===== src/hw/rtl/lcr_pkg.sv =====
`timescale 1ns / 1ps

package lcr_pkg;

    // Conversion framing
    localparam int DATA_BITS  = 24;
    localparam int BIT_CNT_W  = 5;
    localparam int HALF_W     = 16;
    localparam int WAIT_W     = 32;
    localparam int GAIN_W     = 2;
    localparam int SAMPLES_W  = 8;
    localparam int SCALE_W    = 32;
    localparam int CFG_DATA_W = 32;
    localparam int CFG_IDX_W  = 3;

    // Arithmetic widths
    localparam int OFFSET_W   = 32;
    localparam int SUM_W      = 32;
    localparam int DIFF_W     = DATA_BITS + 9;     // raw minus a full-width offset
    localparam int ACC_W      = SCALE_W + 2;       // upper half of the serial product
    localparam int PROD_W     = ACC_W + DIFF_W;
    localparam int FRAC_BITS  = 16;
    localparam int WEIGHT_W   = 40;
    localparam int MUL_STEPS  = DIFF_W;
    localparam int MUL_CNT_W  = $clog2(MUL_STEPS);
    localparam int DIV_STEPS  = SUM_W;
    localparam int DIV_CNT_W  = $clog2(DIV_STEPS);

    // Register indexes
    localparam logic [CFG_IDX_W-1:0] REG_GAIN_PULSES   = 3'd0;
    localparam logic [CFG_IDX_W-1:0] REG_HALF_PERIOD   = 3'd1;
    localparam logic [CFG_IDX_W-1:0] REG_READY_TIMEOUT = 3'd2;
    localparam logic [CFG_IDX_W-1:0] REG_TARE_SAMPLES  = 3'd3;
    localparam logic [CFG_IDX_W-1:0] REG_SCALE_Q16     = 3'd4;

    // Register reset values
    localparam logic [GAIN_W-1:0]    RST_GAIN_PULSES   = 2'd1;
    localparam logic [HALF_W-1:0]    RST_HALF_PERIOD   = 16'd10;
    localparam logic [WAIT_W-1:0]    RST_READY_TIMEOUT = 32'd1000000;
    localparam logic [SAMPLES_W-1:0] RST_TARE_SAMPLES  = 8'd10;
    localparam logic [SCALE_W-1:0]   RST_SCALE_Q16     = 32'd65536;

    typedef enum logic [1:0] {
        PH_IDLE,
        PH_HIGH,
        PH_LOW
    } phase_t;

    typedef enum logic [1:0] {
        CT_TICK,
        CT_MUL,
        CT_DIV
    } ctl_t;

endpackage


===== src/hw/rtl/lcr_mul.sv =====
`timescale 1ns / 1ps

// Radix-2 shift-add signed multiplier, one multiplier bit per cycle, with the
// floor shift and 40-bit saturation on the finished product.
module lcr_mul
(
    input  logic                                clk,
    input  logic                                rst_n,
    input  logic                                start,
    input  logic signed [lcr_pkg::SCALE_W-1:0]  scale,
    input  logic signed [lcr_pkg::DIFF_W-1:0]   diff,
    output logic                                done,
    output logic signed [lcr_pkg::WEIGHT_W-1:0] weight
);

    localparam int AW = lcr_pkg::ACC_W;
    localparam int DW = lcr_pkg::DIFF_W;
    localparam int PW = lcr_pkg::PROD_W;
    localparam int LO = lcr_pkg::FRAC_BITS;
    localparam int HI = lcr_pkg::FRAC_BITS + lcr_pkg::WEIGHT_W;

    logic                           busy_reg;
    logic [lcr_pkg::MUL_CNT_W-1:0]  step_reg;
    logic                           done_reg;
    logic [AW-1:0]                  hi_reg;
    logic [DW-1:0]                  lo_reg;
    logic [lcr_pkg::SCALE_W-1:0]    scale_op_reg;

    logic                           last_step;
    logic [AW-1:0]                  scale_ext;
    logic [AW-1:0]                  addend;
    logic [AW-1:0]                  acc_sum;
    logic [PW-1:0]                  product;
    logic                           in_range;

    assign last_step = (step_reg == lcr_pkg::MUL_CNT_W'(lcr_pkg::MUL_STEPS - 1));
    assign scale_ext = {{(AW - lcr_pkg::SCALE_W){scale_op_reg[lcr_pkg::SCALE_W-1]}},
                        scale_op_reg};

    always_comb
    begin
        addend = '0;
        if (lo_reg[0])
        begin
            // the top multiplier bit carries negative weight
            addend = last_step ? (AW'(0) - scale_ext) : scale_ext;
        end
        acc_sum = hi_reg + addend;
    end

    assign product  = {hi_reg, lo_reg};
    assign in_range = (&product[PW-1:HI-1]) | ~(|product[PW-1:HI-1]);

    always_comb
    begin
        if (in_range)
        begin
            weight = product[HI-1:LO];
        end
        else if (product[PW-1])
        begin
            weight = {1'b1, {(lcr_pkg::WEIGHT_W-1){1'b0}}};
        end
        else
        begin
            weight = {1'b0, {(lcr_pkg::WEIGHT_W-1){1'b1}}};
        end
    end

    assign done = done_reg;

    always_ff @(posedge clk or negedge rst_n)
    begin
        if (!rst_n)
        begin
            busy_reg <= 1'b0;
            step_reg <= '0;
            done_reg <= 1'b0;
        end
        else if (start)
        begin
            busy_reg <= 1'b1;
            step_reg <= '0;
            done_reg <= 1'b0;
        end
        else if (busy_reg)
        begin
            step_reg <= step_reg + 1'b1;
            if (last_step)
            begin
                busy_reg <= 1'b0;
                done_reg <= 1'b1;
            end
        end
        else
        begin
            done_reg <= 1'b0;
        end
    end

    always_ff @(posedge clk)
    begin
        if (start)
        begin
            hi_reg       <= '0;
            lo_reg       <= diff;
            scale_op_reg <= scale;
        end
        else if (busy_reg)
        begin
            hi_reg <= {acc_sum[AW-1], acc_sum[AW-1:1]};
            lo_reg <= {acc_sum[0], lo_reg[DW-1:1]};
        end
    end

endmodule


===== src/hw/rtl/lcr_div.sv =====
`timescale 1ns / 1ps

// Restoring divider, one quotient bit per cycle, truncating toward zero.
module lcr_div
(
    input  logic                                  clk,
    input  logic                                  rst_n,
    input  logic                                  start,
    input  logic signed [lcr_pkg::SUM_W-1:0]      dividend,
    input  logic        [lcr_pkg::SAMPLES_W-1:0]  divisor,
    output logic                                  done,
    output logic signed [lcr_pkg::SUM_W-1:0]      quotient
);

    localparam int SW = lcr_pkg::SUM_W;
    localparam int RW = lcr_pkg::SAMPLES_W;

    logic                           busy_reg;
    logic [lcr_pkg::DIV_CNT_W-1:0]  step_reg;
    logic                           done_reg;
    logic [RW-1:0]                  rem_reg;
    logic [SW-1:0]                  quo_reg;
    logic [RW-1:0]                  dvs_reg;
    logic                           neg_reg;

    logic                           last_step;
    logic [RW:0]                    partial;
    logic [RW+1:0]                  trial;
    logic                           fits;

    assign last_step = (step_reg == lcr_pkg::DIV_CNT_W'(lcr_pkg::DIV_STEPS - 1));
    assign partial   = {rem_reg, quo_reg[SW-1]};
    assign trial     = {1'b0, partial} - {2'b00, dvs_reg};
    assign fits      = ~trial[RW+1];

    assign quotient = neg_reg ? (SW'(0) - quo_reg) : quo_reg;
    assign done     = done_reg;

    always_ff @(posedge clk or negedge rst_n)
    begin
        if (!rst_n)
        begin
            busy_reg <= 1'b0;
            step_reg <= '0;
            done_reg <= 1'b0;
        end
        else if (start)
        begin
            busy_reg <= 1'b1;
            step_reg <= '0;
            done_reg <= 1'b0;
        end
        else if (busy_reg)
        begin
            step_reg <= step_reg + 1'b1;
            if (last_step)
            begin
                busy_reg <= 1'b0;
                done_reg <= 1'b1;
            end
        end
        else
        begin
            done_reg <= 1'b0;
        end
    end

    always_ff @(posedge clk)
    begin
        if (start)
        begin
            rem_reg <= '0;
            quo_reg <= dividend[SW-1] ? (SW'(0) - dividend) : dividend;
            dvs_reg <= divisor;
            neg_reg <= dividend[SW-1];
        end
        else if (busy_reg)
        begin
            // remainder stays below the divisor, so it always fits RW bits
            rem_reg <= fits ? trial[RW-1:0] : partial[RW-1:0];
            quo_reg <= {quo_reg[SW-2:0], fits};
        end
    end

endmodule


===== src/hw/rtl/loadcell_adc_serial_reader.sv =====
`timescale 1ns / 1ps

// Serial reader for a 24-bit bridge converter. Each input transfer is one timebase
// tick carrying the data pin level and a tare request; each tick returns exactly one
// output transfer with the serial clock level for that tick and any finished
// conversion or tare. A tick that ends a normal conversion waits for the 33-step
// shift-add multiplier that forms the weight; a tick that ends a tare with at least
// one valid reading waits for the 32-step restoring divider that forms the offset.
// Configuration must be written through cfg_we/cfg_index/cfg_data while no tick is
// in flight; the block itself does not enforce this.
module loadcell_adc_serial_reader
(
    input  logic                                   clk,
    input  logic                                   rst_n,

    input  logic                                   cfg_we,
    input  logic [lcr_pkg::CFG_IDX_W-1:0]          cfg_index,
    input  logic [lcr_pkg::CFG_DATA_W-1:0]         cfg_data,

    input  logic                                   in_valid,
    output logic                                   in_ready,
    input  logic                                   command,
    input  logic                                   dout_level,

    output logic                                   out_valid,
    input  logic                                   out_ready,
    output logic                                   sck_level,
    output logic                                   sample_valid,
    output logic signed [lcr_pkg::DATA_BITS-1:0]   raw_sample,
    output logic signed [lcr_pkg::WEIGHT_W-1:0]    weight_q16,
    output logic                                   tare_done,
    output logic                                   tare_ok,
    output logic signed [lcr_pkg::DATA_BITS-1:0]   offset_value
);

    localparam int DB = lcr_pkg::DATA_BITS;
    localparam int BW = lcr_pkg::BIT_CNT_W;
    localparam int HW = lcr_pkg::HALF_W;
    localparam int WW = lcr_pkg::WAIT_W;
    localparam int NW = lcr_pkg::SAMPLES_W;
    localparam int SW = lcr_pkg::SUM_W;
    localparam int OW = lcr_pkg::OFFSET_W;
    localparam int DW = lcr_pkg::DIFF_W;

    // Configuration
    logic [lcr_pkg::GAIN_W-1:0]    gain_pulses_reg;
    logic [HW-1:0]                 half_period_reg;
    logic [WW-1:0]                 ready_timeout_reg;
    logic [NW-1:0]                 tare_samples_reg;
    logic [lcr_pkg::SCALE_W-1:0]   scale_q16_reg;

    // Tick state
    lcr_pkg::phase_t               phase_reg, phase_next;
    logic [BW-1:0]                 bit_count_reg, bit_count_next;
    logic [DB-1:0]                 shift_data_reg, shift_data_next;
    logic [HW-1:0]                 half_count_reg, half_count_next;
    logic [WW-1:0]                 wait_count_reg, wait_count_next;
    logic                          clock_out_reg, clock_out_next;
    logic                          tare_active_reg, tare_active_next;
    logic [SW-1:0]                 tare_sum_reg, tare_sum_next;
    logic [NW-1:0]                 tare_valid_reg, tare_valid_next;
    logic [NW-1:0]                 tare_taken_reg, tare_taken_next;
    logic [OW-1:0]                 tare_offset_reg;

    // Sequencer
    lcr_pkg::ctl_t                 ctl_reg, ctl_next;
    logic                          out_valid_reg;
    logic                          sck_reg;
    logic                          sample_valid_reg;
    logic [DB-1:0]                 raw_reg;
    logic [lcr_pkg::WEIGHT_W-1:0]  weight_reg;
    logic                          tare_done_reg;
    logic                          tare_ok_reg;
    logic [DB-1:0]                 offset_out_reg;

    // Per-tick working values
    logic                          accept;
    logic [HW-1:0]                 hp;
    logic [HW-1:0]                 half_inc;
    logic [BW-1:0]                 bit_inc;
    logic [BW-1:0]                 end_count;
    logic [NW-1:0]                 target;
    logic                          tare_act;
    logic [SW-1:0]                 sum_base;
    logic [NW-1:0]                 valid_base;
    logic [NW-1:0]                 taken_base;
    logic [WW-1:0]                 wait_inc;
    logic                          take_now;
    logic                          take_valid;
    logic                          res_sample;
    logic                          res_done;
    logic                          res_ok;
    logic                          need_mul;
    logic                          need_div;
    logic [DW-1:0]                 diff;

    logic                          mul_start;
    logic                          mul_done;
    logic [lcr_pkg::WEIGHT_W-1:0]  mul_weight;
    logic                          div_start;
    logic                          div_done;
    logic [SW-1:0]                 div_quotient;

    assign accept    = in_valid && in_ready;
    assign in_ready  = (ctl_reg == lcr_pkg::CT_TICK) && (!out_valid_reg || out_ready);
    assign mul_start = accept && need_mul;
    assign div_start = accept && need_div;

    assign hp        = (half_period_reg == '0) ? HW'(1) : half_period_reg;
    assign half_inc  = half_count_reg + 1'b1;
    assign bit_inc   = bit_count_reg + 1'b1;
    assign end_count = BW'(DB) + {{(BW - lcr_pkg::GAIN_W){1'b0}}, gain_pulses_reg};
    assign target    = (tare_samples_reg == '0) ? NW'(1) : tare_samples_reg;
    assign diff      = {{(DW - DB){shift_data_reg[DB-1]}}, shift_data_reg}
                     - {{(DW - OW){tare_offset_reg[OW-1]}}, tare_offset_reg};

    // Next tick state
    always_comb
    begin
        phase_next       = phase_reg;
        bit_count_next   = bit_count_reg;
        shift_data_next  = shift_data_reg;
        half_count_next  = half_count_reg;
        wait_count_next  = wait_count_reg;
        clock_out_next   = clock_out_reg;
        tare_active_next = tare_active_reg;
        tare_sum_next    = tare_sum_reg;
        tare_valid_next  = tare_valid_reg;
        tare_taken_next  = tare_taken_reg;
        tare_act         = tare_active_reg;
        sum_base         = tare_sum_reg;
        valid_base       = tare_valid_reg;
        taken_base       = tare_taken_reg;
        wait_inc         = wait_count_reg + 1'b1;
        take_now         = 1'b0;
        take_valid       = 1'b0;
        res_sample       = 1'b0;
        res_done         = 1'b0;
        res_ok           = 1'b0;
        need_mul         = 1'b0;
        need_div         = 1'b0;

        case (phase_reg)
            lcr_pkg::PH_HIGH:
            begin
                half_count_next = half_inc;
                if (half_inc >= hp)
                begin
                    // sample on the last high tick of each data pulse
                    if (bit_count_reg < BW'(DB))
                    begin
                        shift_data_next = {shift_data_reg[DB-2:0], dout_level};
                    end
                    half_count_next = '0;
                    phase_next      = lcr_pkg::PH_LOW;
                    clock_out_next  = 1'b0;
                end
            end
            lcr_pkg::PH_LOW:
            begin
                half_count_next = half_inc;
                if (half_inc >= hp)
                begin
                    half_count_next = '0;
                    bit_count_next  = bit_inc;
                    if (bit_inc >= end_count)
                    begin
                        phase_next     = lcr_pkg::PH_IDLE;
                        bit_count_next = '0;
                        if (tare_active_reg)
                        begin
                            take_now   = 1'b1;
                            take_valid = 1'b1;
                        end
                        else
                        begin
                            res_sample = 1'b1;
                            need_mul   = 1'b1;
                        end
                    end
                    else
                    begin
                        phase_next     = lcr_pkg::PH_HIGH;
                        clock_out_next = 1'b1;
                    end
                end
            end
            default:
            begin
                phase_next = lcr_pkg::PH_IDLE;
                if (command && !tare_active_reg)
                begin
                    tare_act         = 1'b1;
                    tare_active_next = 1'b1;
                    sum_base         = '0;
                    valid_base       = '0;
                    taken_base       = '0;
                    tare_sum_next    = '0;
                    tare_valid_next  = '0;
                    tare_taken_next  = '0;
                    wait_count_next  = '0;
                    wait_inc         = WW'(1);
                end
                if (!dout_level)
                begin
                    phase_next      = lcr_pkg::PH_HIGH;
                    bit_count_next  = '0;
                    shift_data_next = '0;
                    half_count_next = '0;
                    wait_count_next = '0;
                    clock_out_next  = 1'b1;
                end
                else if (tare_act)
                begin
                    wait_count_next = wait_inc;
                    if (wait_inc >= ready_timeout_reg)
                    begin
                        // reading skipped: taken but not valid
                        wait_count_next = '0;
                        take_now        = 1'b1;
                    end
                end
            end
        endcase

        if (take_now)
        begin
            tare_sum_next   = take_valid
                            ? sum_base + {{(SW - DB){shift_data_reg[DB-1]}}, shift_data_reg}
                            : sum_base;
            tare_valid_next = valid_base + NW'(take_valid);
            tare_taken_next = taken_base + 1'b1;
            if (tare_taken_next >= target)
            begin
                res_done         = 1'b1;
                tare_active_next = 1'b0;
                if (tare_valid_next != '0)
                begin
                    res_ok   = 1'b1;
                    need_div = 1'b1;
                end
            end
        end
    end

    // Sequencer state
    always_ff @(posedge clk or negedge rst_n)
    begin
        if (!rst_n)
        begin
            ctl_reg <= lcr_pkg::CT_TICK;
        end
        else
        begin
            ctl_reg <= ctl_next;
        end
    end

    always_comb
    begin
        ctl_next = ctl_reg;
        case (ctl_reg)
            lcr_pkg::CT_TICK:
            begin
                if (mul_start)
                begin
                    ctl_next = lcr_pkg::CT_MUL;
                end
                else if (div_start)
                begin
                    ctl_next = lcr_pkg::CT_DIV;
                end
            end
            lcr_pkg::CT_MUL:
            begin
                if (mul_done)
                begin
                    ctl_next = lcr_pkg::CT_TICK;
                end
            end
            lcr_pkg::CT_DIV:
            begin
                if (div_done)
                begin
                    ctl_next = lcr_pkg::CT_TICK;
                end
            end
            default:
            begin
                ctl_next = lcr_pkg::CT_TICK;
            end
        endcase
    end

    // Configuration, tick state and output valid
    always_ff @(posedge clk or negedge rst_n)
    begin
        if (!rst_n)
        begin
            gain_pulses_reg   <= lcr_pkg::RST_GAIN_PULSES;
            half_period_reg   <= lcr_pkg::RST_HALF_PERIOD;
            ready_timeout_reg <= lcr_pkg::RST_READY_TIMEOUT;
            tare_samples_reg  <= lcr_pkg::RST_TARE_SAMPLES;
            scale_q16_reg     <= lcr_pkg::RST_SCALE_Q16;
            phase_reg         <= lcr_pkg::PH_IDLE;
            bit_count_reg     <= '0;
            shift_data_reg    <= '0;
            half_count_reg    <= '0;
            wait_count_reg    <= '0;
            clock_out_reg     <= 1'b0;
            tare_active_reg   <= 1'b0;
            tare_sum_reg      <= '0;
            tare_valid_reg    <= '0;
            tare_taken_reg    <= '0;
            tare_offset_reg   <= '0;
            out_valid_reg     <= 1'b0;
        end
        else
        begin
            if (cfg_we)
            begin
                case (cfg_index)
                    lcr_pkg::REG_GAIN_PULSES:   gain_pulses_reg   <= cfg_data[lcr_pkg::GAIN_W-1:0];
                    lcr_pkg::REG_HALF_PERIOD:   half_period_reg   <= cfg_data[HW-1:0];
                    lcr_pkg::REG_READY_TIMEOUT: ready_timeout_reg <= cfg_data[WW-1:0];
                    lcr_pkg::REG_TARE_SAMPLES:  tare_samples_reg  <= cfg_data[NW-1:0];
                    lcr_pkg::REG_SCALE_Q16:     scale_q16_reg     <= cfg_data[lcr_pkg::SCALE_W-1:0];
                    default:
                    begin
                    end
                endcase
            end

            if (accept)
            begin
                phase_reg       <= phase_next;
                bit_count_reg   <= bit_count_next;
                shift_data_reg  <= shift_data_next;
                half_count_reg  <= half_count_next;
                wait_count_reg  <= wait_count_next;
                clock_out_reg   <= clock_out_next;
                tare_active_reg <= tare_active_next;
                tare_sum_reg    <= tare_sum_next;
                tare_valid_reg  <= tare_valid_next;
                tare_taken_reg  <= tare_taken_next;
                // a result that needs arithmetic is held back until it is ready
                out_valid_reg   <= !(need_mul || need_div);
            end
            else if ((ctl_reg == lcr_pkg::CT_MUL) && mul_done)
            begin
                out_valid_reg <= 1'b1;
            end
            else if ((ctl_reg == lcr_pkg::CT_DIV) && div_done)
            begin
                out_valid_reg   <= 1'b1;
                tare_offset_reg <= div_quotient;
            end
            else if (out_ready)
            begin
                out_valid_reg <= 1'b0;
            end
        end
    end

    // Result payload
    always_ff @(posedge clk)
    begin
        if (accept)
        begin
            sck_reg          <= clock_out_reg;
            sample_valid_reg <= res_sample;
            raw_reg          <= res_sample ? shift_data_reg : '0;
            weight_reg       <= '0;
            tare_done_reg    <= res_done;
            tare_ok_reg      <= res_ok;
            offset_out_reg   <= tare_offset_reg[DB-1:0];
        end
        else if ((ctl_reg == lcr_pkg::CT_MUL) && mul_done)
        begin
            weight_reg <= mul_weight;
        end
        else if ((ctl_reg == lcr_pkg::CT_DIV) && div_done)
        begin
            offset_out_reg <= div_quotient[DB-1:0];
        end
    end

    lcr_mul u_mul
    (
        .clk    (clk),
        .rst_n  (rst_n),
        .start  (mul_start),
        .scale  (scale_q16_reg),
        .diff   (diff),
        .done   (mul_done),
        .weight (mul_weight)
    );

    lcr_div u_div
    (
        .clk      (clk),
        .rst_n    (rst_n),
        .start    (div_start),
        .dividend (tare_sum_next),
        .divisor  (tare_valid_next),
        .done     (div_done),
        .quotient (div_quotient)
    );

    assign out_valid    = out_valid_reg;
    assign sck_level    = sck_reg;
    assign sample_valid = sample_valid_reg;
    assign raw_sample   = raw_reg;
    assign weight_q16   = weight_reg;
    assign tare_done    = tare_done_reg;
    assign tare_ok      = tare_ok_reg;
    assign offset_value = offset_out_reg;

endmodule

===== config.mk =====
export PLATFORM = sky130hd
export DESIGN_NAME = loadcell_adc_serial_reader
export DESIGN_NICKNAME = d
export VERILOG_FILES = /design/src/hw/rtl/lcr_pkg.sv /design/src/hw/rtl/lcr_mul.sv /design/src/hw/rtl/lcr_div.sv /design/src/hw/rtl/loadcell_adc_serial_reader.sv
export SDC_FILE = /design/constraint.sdc
export NUM_CORES = 1
export LEC_CHECK = 0
export BUFFER_PORTS_ARGS = -buffer_cell sky130_fd_sc_hd__buf_2
export CORE_MARGIN = 2
export CORE_UTILIZATION = 25
export CTS_CLUSTER_DIAMETER = 150
export DETAILED_ROUTE_END_ITERATION = 16
export SYNTH_ARGS = -nofsm -noshare
export SYNTH_HDL_FRONTEND = slang
export SYNTH_SLANG_ARGS = --single-unit

===== constraint.sdc =====
create_clock -name clk -period 9.7 [get_ports clk]
set_clock_uncertainty 0.15 [all_clocks]
set_input_delay 1.94 -clock clk [delete_from_list [all_inputs] [get_ports clk]]
set_output_delay 1.94 -clock clk [all_outputs]
set_load 0.01 [all_outputs]

Word-level counts from Yosys, hierarchy flattened. Cells that the tools add are included.

Flip-flop bits (word level): 508. Latch bits: 0. RAM bits: 0. Memory bits (read-only): 0. Input bits: 42. Output and inout bits: 94. Memories kept: 0.

$add $sub $neg: 15. Multipliers: 0. Divide/modulo/power cells: 0. $lt $le $gt $ge: 5. Equal/unequal tests: 25. Shift-type cells: 0. Muxes and demuxes: 99. Bitwise logic cells: 8. Reductions and logical operators: 38.

Operators with widths (count): 32-bit 2-to-1 mux (14); 24-bit 2-to-1 mux (6); 40-bit 2-to-1 mux (2); 34-bit 2-to-1 mux (2); 33-bit 2-to-1 mux (2); 16-bit 2-to-1 mux (4); 8-bit 2-to-1 mux (8); 1-bit by 32-bit subtractor with 32-bit output, first input constant (2); 24-bit one-hot mux with 2 select lines (1); 1-bit 2-to-1 mux (42); 34-bit adder (1); 1-bit by 32-bit subtractor with 33-bit output, first input constant (1); 24-bit by 32-bit subtractor with 33-bit output (1); 32-bit by 1-bit adder with 32-bit output, second input constant (1); 32-bit adder (1); 32-bit greater-or-equal comparator (1); 5-bit 2-to-1 mux (5); 16-bit by 1-bit adder with 16-bit output, second input constant (1); 16-bit greater-or-equal comparator (1); 16-bit logical NOT (1); 2-bit AND reduction (7); 2-bit 2-to-1 mux (6); 6-bit 2-to-1 mux (2); 2-bit != test, second input constant (6); other kinds (40) (72).

Longest topological paths before layout.
Depth after elaboration: 14. Gate-level depth with buffers: 31.

Cells and area by module. Synthesis repeated with hierarchy kept, for this count alone.

Cell total of the unflattened synthesis: 3307. Area, all modules: 31071.0 µm².

Modules (own cells, without submodules): loadcell_adc_serial_reader (times used 1, cells an instance 2119, area each 19865.3 µm²); lcr_mul (times used 1, cells an instance 741, area each 7080.5 µm²); lcr_div (times used 1, cells an instance 447, area each 4125.2 µm²).

Least setup slack after synthesis. No wires, ideal clock.

Kind: input port to flip-flop. Start point: in command. End point: reg u_div.quo_reg[26] (data pin). Setup time: 0.261 ns. Data arrival time: 6.950 ns. Required time: 9.289 ns. Slack: 2.339 ns. Cell stages on the path: 23. Cells stage by stage: nor2b_1 -> clkbuf_1 -> a21oi_1 -> ha_1 -> a211o_1 -> a21oi_1 -> a211oi_1 -> a211o_1 -> a211oi_1 -> or2_2 -> clkbuf_1 -> clkbuf_1 -> clkbuf_1 -> mux2i_1 -> ha_1 -> buf_1 -> and3_1 -> nand4_1 -> mux2i_1 -> and2_1 -> nand3b_1 -> o2111a_1 -> a221o_1.

Word-level cells in the longest chain between the ends: 12.

Ends and longest elaborated chain: start, declared (RTL line loadcell_adc_serial_reader.sv:22) `input logic command,`; 1-bit logical AND * (RTL line loadcell_adc_serial_reader.sv:191) `if (command && !tare_active_reg)`; 32-bit 2-to-1 mux (RTL line loadcell_adc_serial_reader.sv:191); 32-bit 2-to-1 mux (RTL line loadcell_adc_serial_reader.sv:143) `case (phase_reg)`; 32-bit greater-or-equal comparator (RTL line loadcell_adc_serial_reader.sv:216) `if (wait_inc >= ready_timeout_reg)`; 1-bit 2-to-1 mux (RTL line loadcell_adc_serial_reader.sv:216); 1-bit 2-to-1 mux (RTL line loadcell_adc_serial_reader.sv:213) `else if (tare_act)`; 1-bit 2-to-1 mux (RTL line loadcell_adc_serial_reader.sv:204) `if (!dout_level)`; 1-bit one-hot mux with 2 select lines (RTL line loadcell_adc_serial_reader.sv:143); 32-bit 2-to-1 mux (RTL line loadcell_adc_serial_reader.sv:226) `if (take_now)`; 1-bit by 32-bit subtractor with 32-bit output (RTL line lcr_div.sv:73) `quo_reg <= dividend[SW-1] ? (SW'(0) - dividend) : dividend;`; 32-bit 2-to-1 mux (RTL line lcr_div.sv:73); 32-bit 2-to-1 mux * (RTL line lcr_div.sv:70) `if (start)`; end signal, assigned (RTL line lcr_div.sv:73); end signal, assigned (RTL line lcr_div.sv:81) `quo_reg <= {quo_reg[SW-2:0], fits};`; end, declared (RTL line lcr_div.sv:22) `logic [SW-1:0] quo_reg;`.

Mark *: on every way between the ends. The rest lies on a longest branch, timed or not. The select of a mux whose other input is x is not followed. A chain may end at the register's enable or synchronous reset.

Worst setup path in the final report. Same ends and word-level chain as after synthesis.

==> summary.md <==
| Metric | Value |
|---|---|
| Die area | `roughly 130,000 sq um` |
| Iter 0 DRT Violations | `1,682` |
| Critical R2R Launch | `wait_count_reg[6]$_DFFE_PN0P_` |
| RSZ-0062 raised after global routing | `no` |
| Setup TNS | `0 ps` |
| Mux share of post-synthesis cell area | `3.48%` |
| Global-route wire length before repair | `about 140,000 um` |
| Rows | `128` |
| CP endpoint kind | `register` |
| # Max-Cap Violations | `0` |
| Hpwl dp | `approximately 62,000 um` |
| Startpoint types | `primary input` |
| Synth unique cells | `93` |
| Register area share after synthesis | `42.7%` |
| Setup slack, reg-to-reg | `1870 ps` |
| Main combinational cell family by area after synthesis | `simple AND/OR/NAND/NOR gates` |
| Yosys warns | `0` |
| Yosys reg bits | `508` |
| Core area | `~120,000 sq um` |
| Worst EP required | `9930 ps` |
| Global route overflow | `0` |
| Status | `finished clean` |
| Top-count cell post-synth | `nand2_1` |
| Post-DR vias/cell | `4.80` |
| Top cells by count, synth | `436 x nand2_1, 399 x o21ai_0, 282 x nor2_1, 256 x dfrtp_1, 177 x ha_1` |
| Placed insts | `about 5,100` |
| Simple logic cell fraction of the synthesized area | `18.4%` |
| Vias | `approximately 25,000` |
| Syn nets | `3,644` |
| Post-synth top area share | `approximately a fifth` |
| Crit path DAT | `8090 ps` |
| TritonCTS Buffers | `53` |
| Area of the multi-input gates | `16,400 sq um` |
| Area share of fa/ha/maj cells after synthesis | `under 10%` |
| EDFF count, synth | `158` |
| Synth Area in Compound Gates | `around 18%` |
| Seq. cell area | `about 13,000 sq um` |
| Cells taking the most area after synthesis | `dfrtp_1 21%, edfxtp_1 15%, ha_1 7.2%` |
| Tot GR Track Use | `13.3%` |
| Cell Pwr Density | `228 nW/um^2` |
| Initial Util | `25.2%` |
| Final Hold Vio Count | `0` |
| CTS sink count | `~510` |
| Share of cells above drive strength 1 | `10.4%` |
| Vias in the first global route | `approximately 24,000` |
| Worst skew pair latency | `640 ps` |
| FILL cells | `12,800` |
| Peak VDD IR | `0.160 mV` |
| DRT Wirelength | `84,900 um` |
| Hold depth | `0` |
| CTS clk-pin slew, worst paths | `60 ps` |
| Top FF cell, synth | `dfrtp_1` |
| H-tree level count | `2` |
| CP max FO | `20` |
| # Post-CTS Setup Buffers | `0` |
| Worst r2r dst | `u_div.quo_reg[26]$_DFFE_PP_` |
| Remaining DRCs | `0` |
| Routed len/inst | `around 16 um` |
| Syn_area_per_cell | `~9.0 sq um` |
| Final GP Congestion | `0.884` |
| Slew @ Worst Pin | `1030 ps` |
| Dominant cell type by area after synthesis | `dfrtp_1` |
| Cells after synthesis | `3,421` |
| Hold slack final | `287 ps` |
| Hold Startpoint | `scale_q16_reg[29]$_DFFE_PN0P_` |
| CTS Root Cell | `clkbuf_16` |
| Routed Antenna Nets | `0` |
| CTS tree | `yes` |
| Die X | `354 um` |
| Xor/xnor cell area share of the yosys netlist | `around 6%` |
| Mapped Area | `30,700 sq um` |
| Final Max Slew Viols | `0` |
| Worst reg-to-reg path cell count | `26` |
| Crit Path Category | `in -> reg` |
| First-pass DRT Iterations | `5` |
| Max Clock Freq | `~130 MHz` |
| Fin cells | `5,155` |
| Hold-fix buffers, CTS | `0` |
| Synth-to-layout area growth | `14.1%` |
| Largest net degree at the start of global routing | `116` |
| Height of the chip | `354 um` |
| Post_cts resized | `0` |
| Hold endpoint | `u_mul.scale_op_reg[29]$_DFFE_PP_` |
| Max reg flops | `40` |
| Min-delay worst type | `reg -> reg` |
| Final min period | `~7900 ps` |
| Antenna violations before repair | `5` |
| Worst relative slew slack | `~31%` |
| Period utilization | `between 80% and 90%` |
| IO Port Bufs | `135` |
| Layout Nets | `about 3,700` |
| IO Count | `136` |
| Leakage | `roughly 15 nW` |
| Maximum clock path buffer count | `3` |
| Final setup fails | `0` |
| Fraction of registers with async set/reset | `a little over half` |
[logic make-up after synthesis]
family | Yosys count
AND/OR/NAND/NOR | 1206
AO/OA/AOI/OAI | 892
flip-flops | 508
buffers and inverters | 329
XOR/XNOR | 205
adder cells (fa/ha/maj) | 181
multiplexers | 100
[cell usage in the layout, fill, tap and decap left out, types with 40 or more instances in the layout]
cell type / Yosys / routed
o31ai_1: 40 / 40
mux2_2: 51 / 51
dfrtp_1: 256 / 255
xnor2_1: 104 / 104
inv_1: 160 / 160
and2_1: 92 / 92
buf_2: 3 / 134
ha_1: 177 / 176
dfxtp_1: 81 / 81
a21oi_1: 162 / 162
o21ai_0: 399 / 399
nand2_1: 436 / 433
mux2i_1: 48 / 48
edfxtp_1: 158 / 158
clkbuf_16: 0 / 54
xor2_1: 101 / 101
nand3_1: 104 / 104
nand2b_1: 43 / 43
nor3_1: 51 / 49
nor2_1: 282 / 280
[power by group]
| group | total (mW) | internal [mW] | leakage (nW) | switching [mW] |
|---|---|---|---|---|
| Sequential | 2.91 | 2.58 | 5.67 | 0.326 |
| Clock | 2.23 | 1.28 | 0.900 | 0.948 |
| Combinational | 2.86 | 1.18 | 8.22 | 1.67 |
| Total | 8.00 | 5.05 | 14.8 | 2.95 |
[final cells by class]
cell class / instances / area share, %
antenna: 2 / 0.0143
sequential: 508 / 37.4
inverter: 164 / 1.76
timing repair buffer: 172 / 2.75
clock buffer: 69 / 4.13
tap: 1625 / 5.80
multi-input combinational: 2584 / 46.8
clock inverter: 31 / 1.28
[metrics by stage]
step	cell area, sq um	power (mW)	util (%)	worst slack, ps
global route	35000	8.54	28.7	1250
floorplan	30700	5.02	-	2340
CTS	35000	8.07	28.7	1780
detailed placement	33100	5.81	27.2	1130
finish	35000	8.00	28.8	1840
global placement	33100	5.75	27.2	1310
[layer usage]
layer | part of all wire [%] | up-vias | track usage, %
li1 | - | 12300 | -
met1 | 46 | 11800 | 18.0
met2 | 46 | 469 | 22.2
met3 | 4.6 | 127 | 1.75
met4 | 2.6 | 6 | 3.91
met5 | 0.044 | - | 0
[worst max-delay path by stage]
stage,startpoint,cells past startpoint,slack [ps],endpoint
final,command,20,1840,u_div.quo_reg[26]$_DFFE_PP_
after floorplan,command,23,2340,u_div.quo_reg[26]$_DFFE_PP_
after detailed placement,command,20,1130,u_div.quo_reg[26]$_DFFE_PP_
after global placement,command,20,1310,u_div.quo_reg[26]$_DFFE_PP_
after CTS,command,20,1780,u_div.quo_reg[26]$_DFFE_PP_
after global routing,wait_count_reg[6]$_DFFE_PN0P_,26,1250,u_div.quo_reg[26]$_DFFE_PP_
[worst max-delay path, cell delays in order]
cell      delay [ps]
buf_2            170
nor2b_2          660
buf_4            330
nor2_1           100
ha_1             300
a21oi_1          150
o21ai_0          110
a21oi_1          190
o21ai_0          180
a211oi_1         810
or2_2            490
mux2i_1          380
ha_1             410
and3_1           250
nand4_1          100
mux2i_1          350
and2_1           310
nand3b_1         270
o2111a_1         330
a221o_1          260
Power figures use the tool's default switching activity.
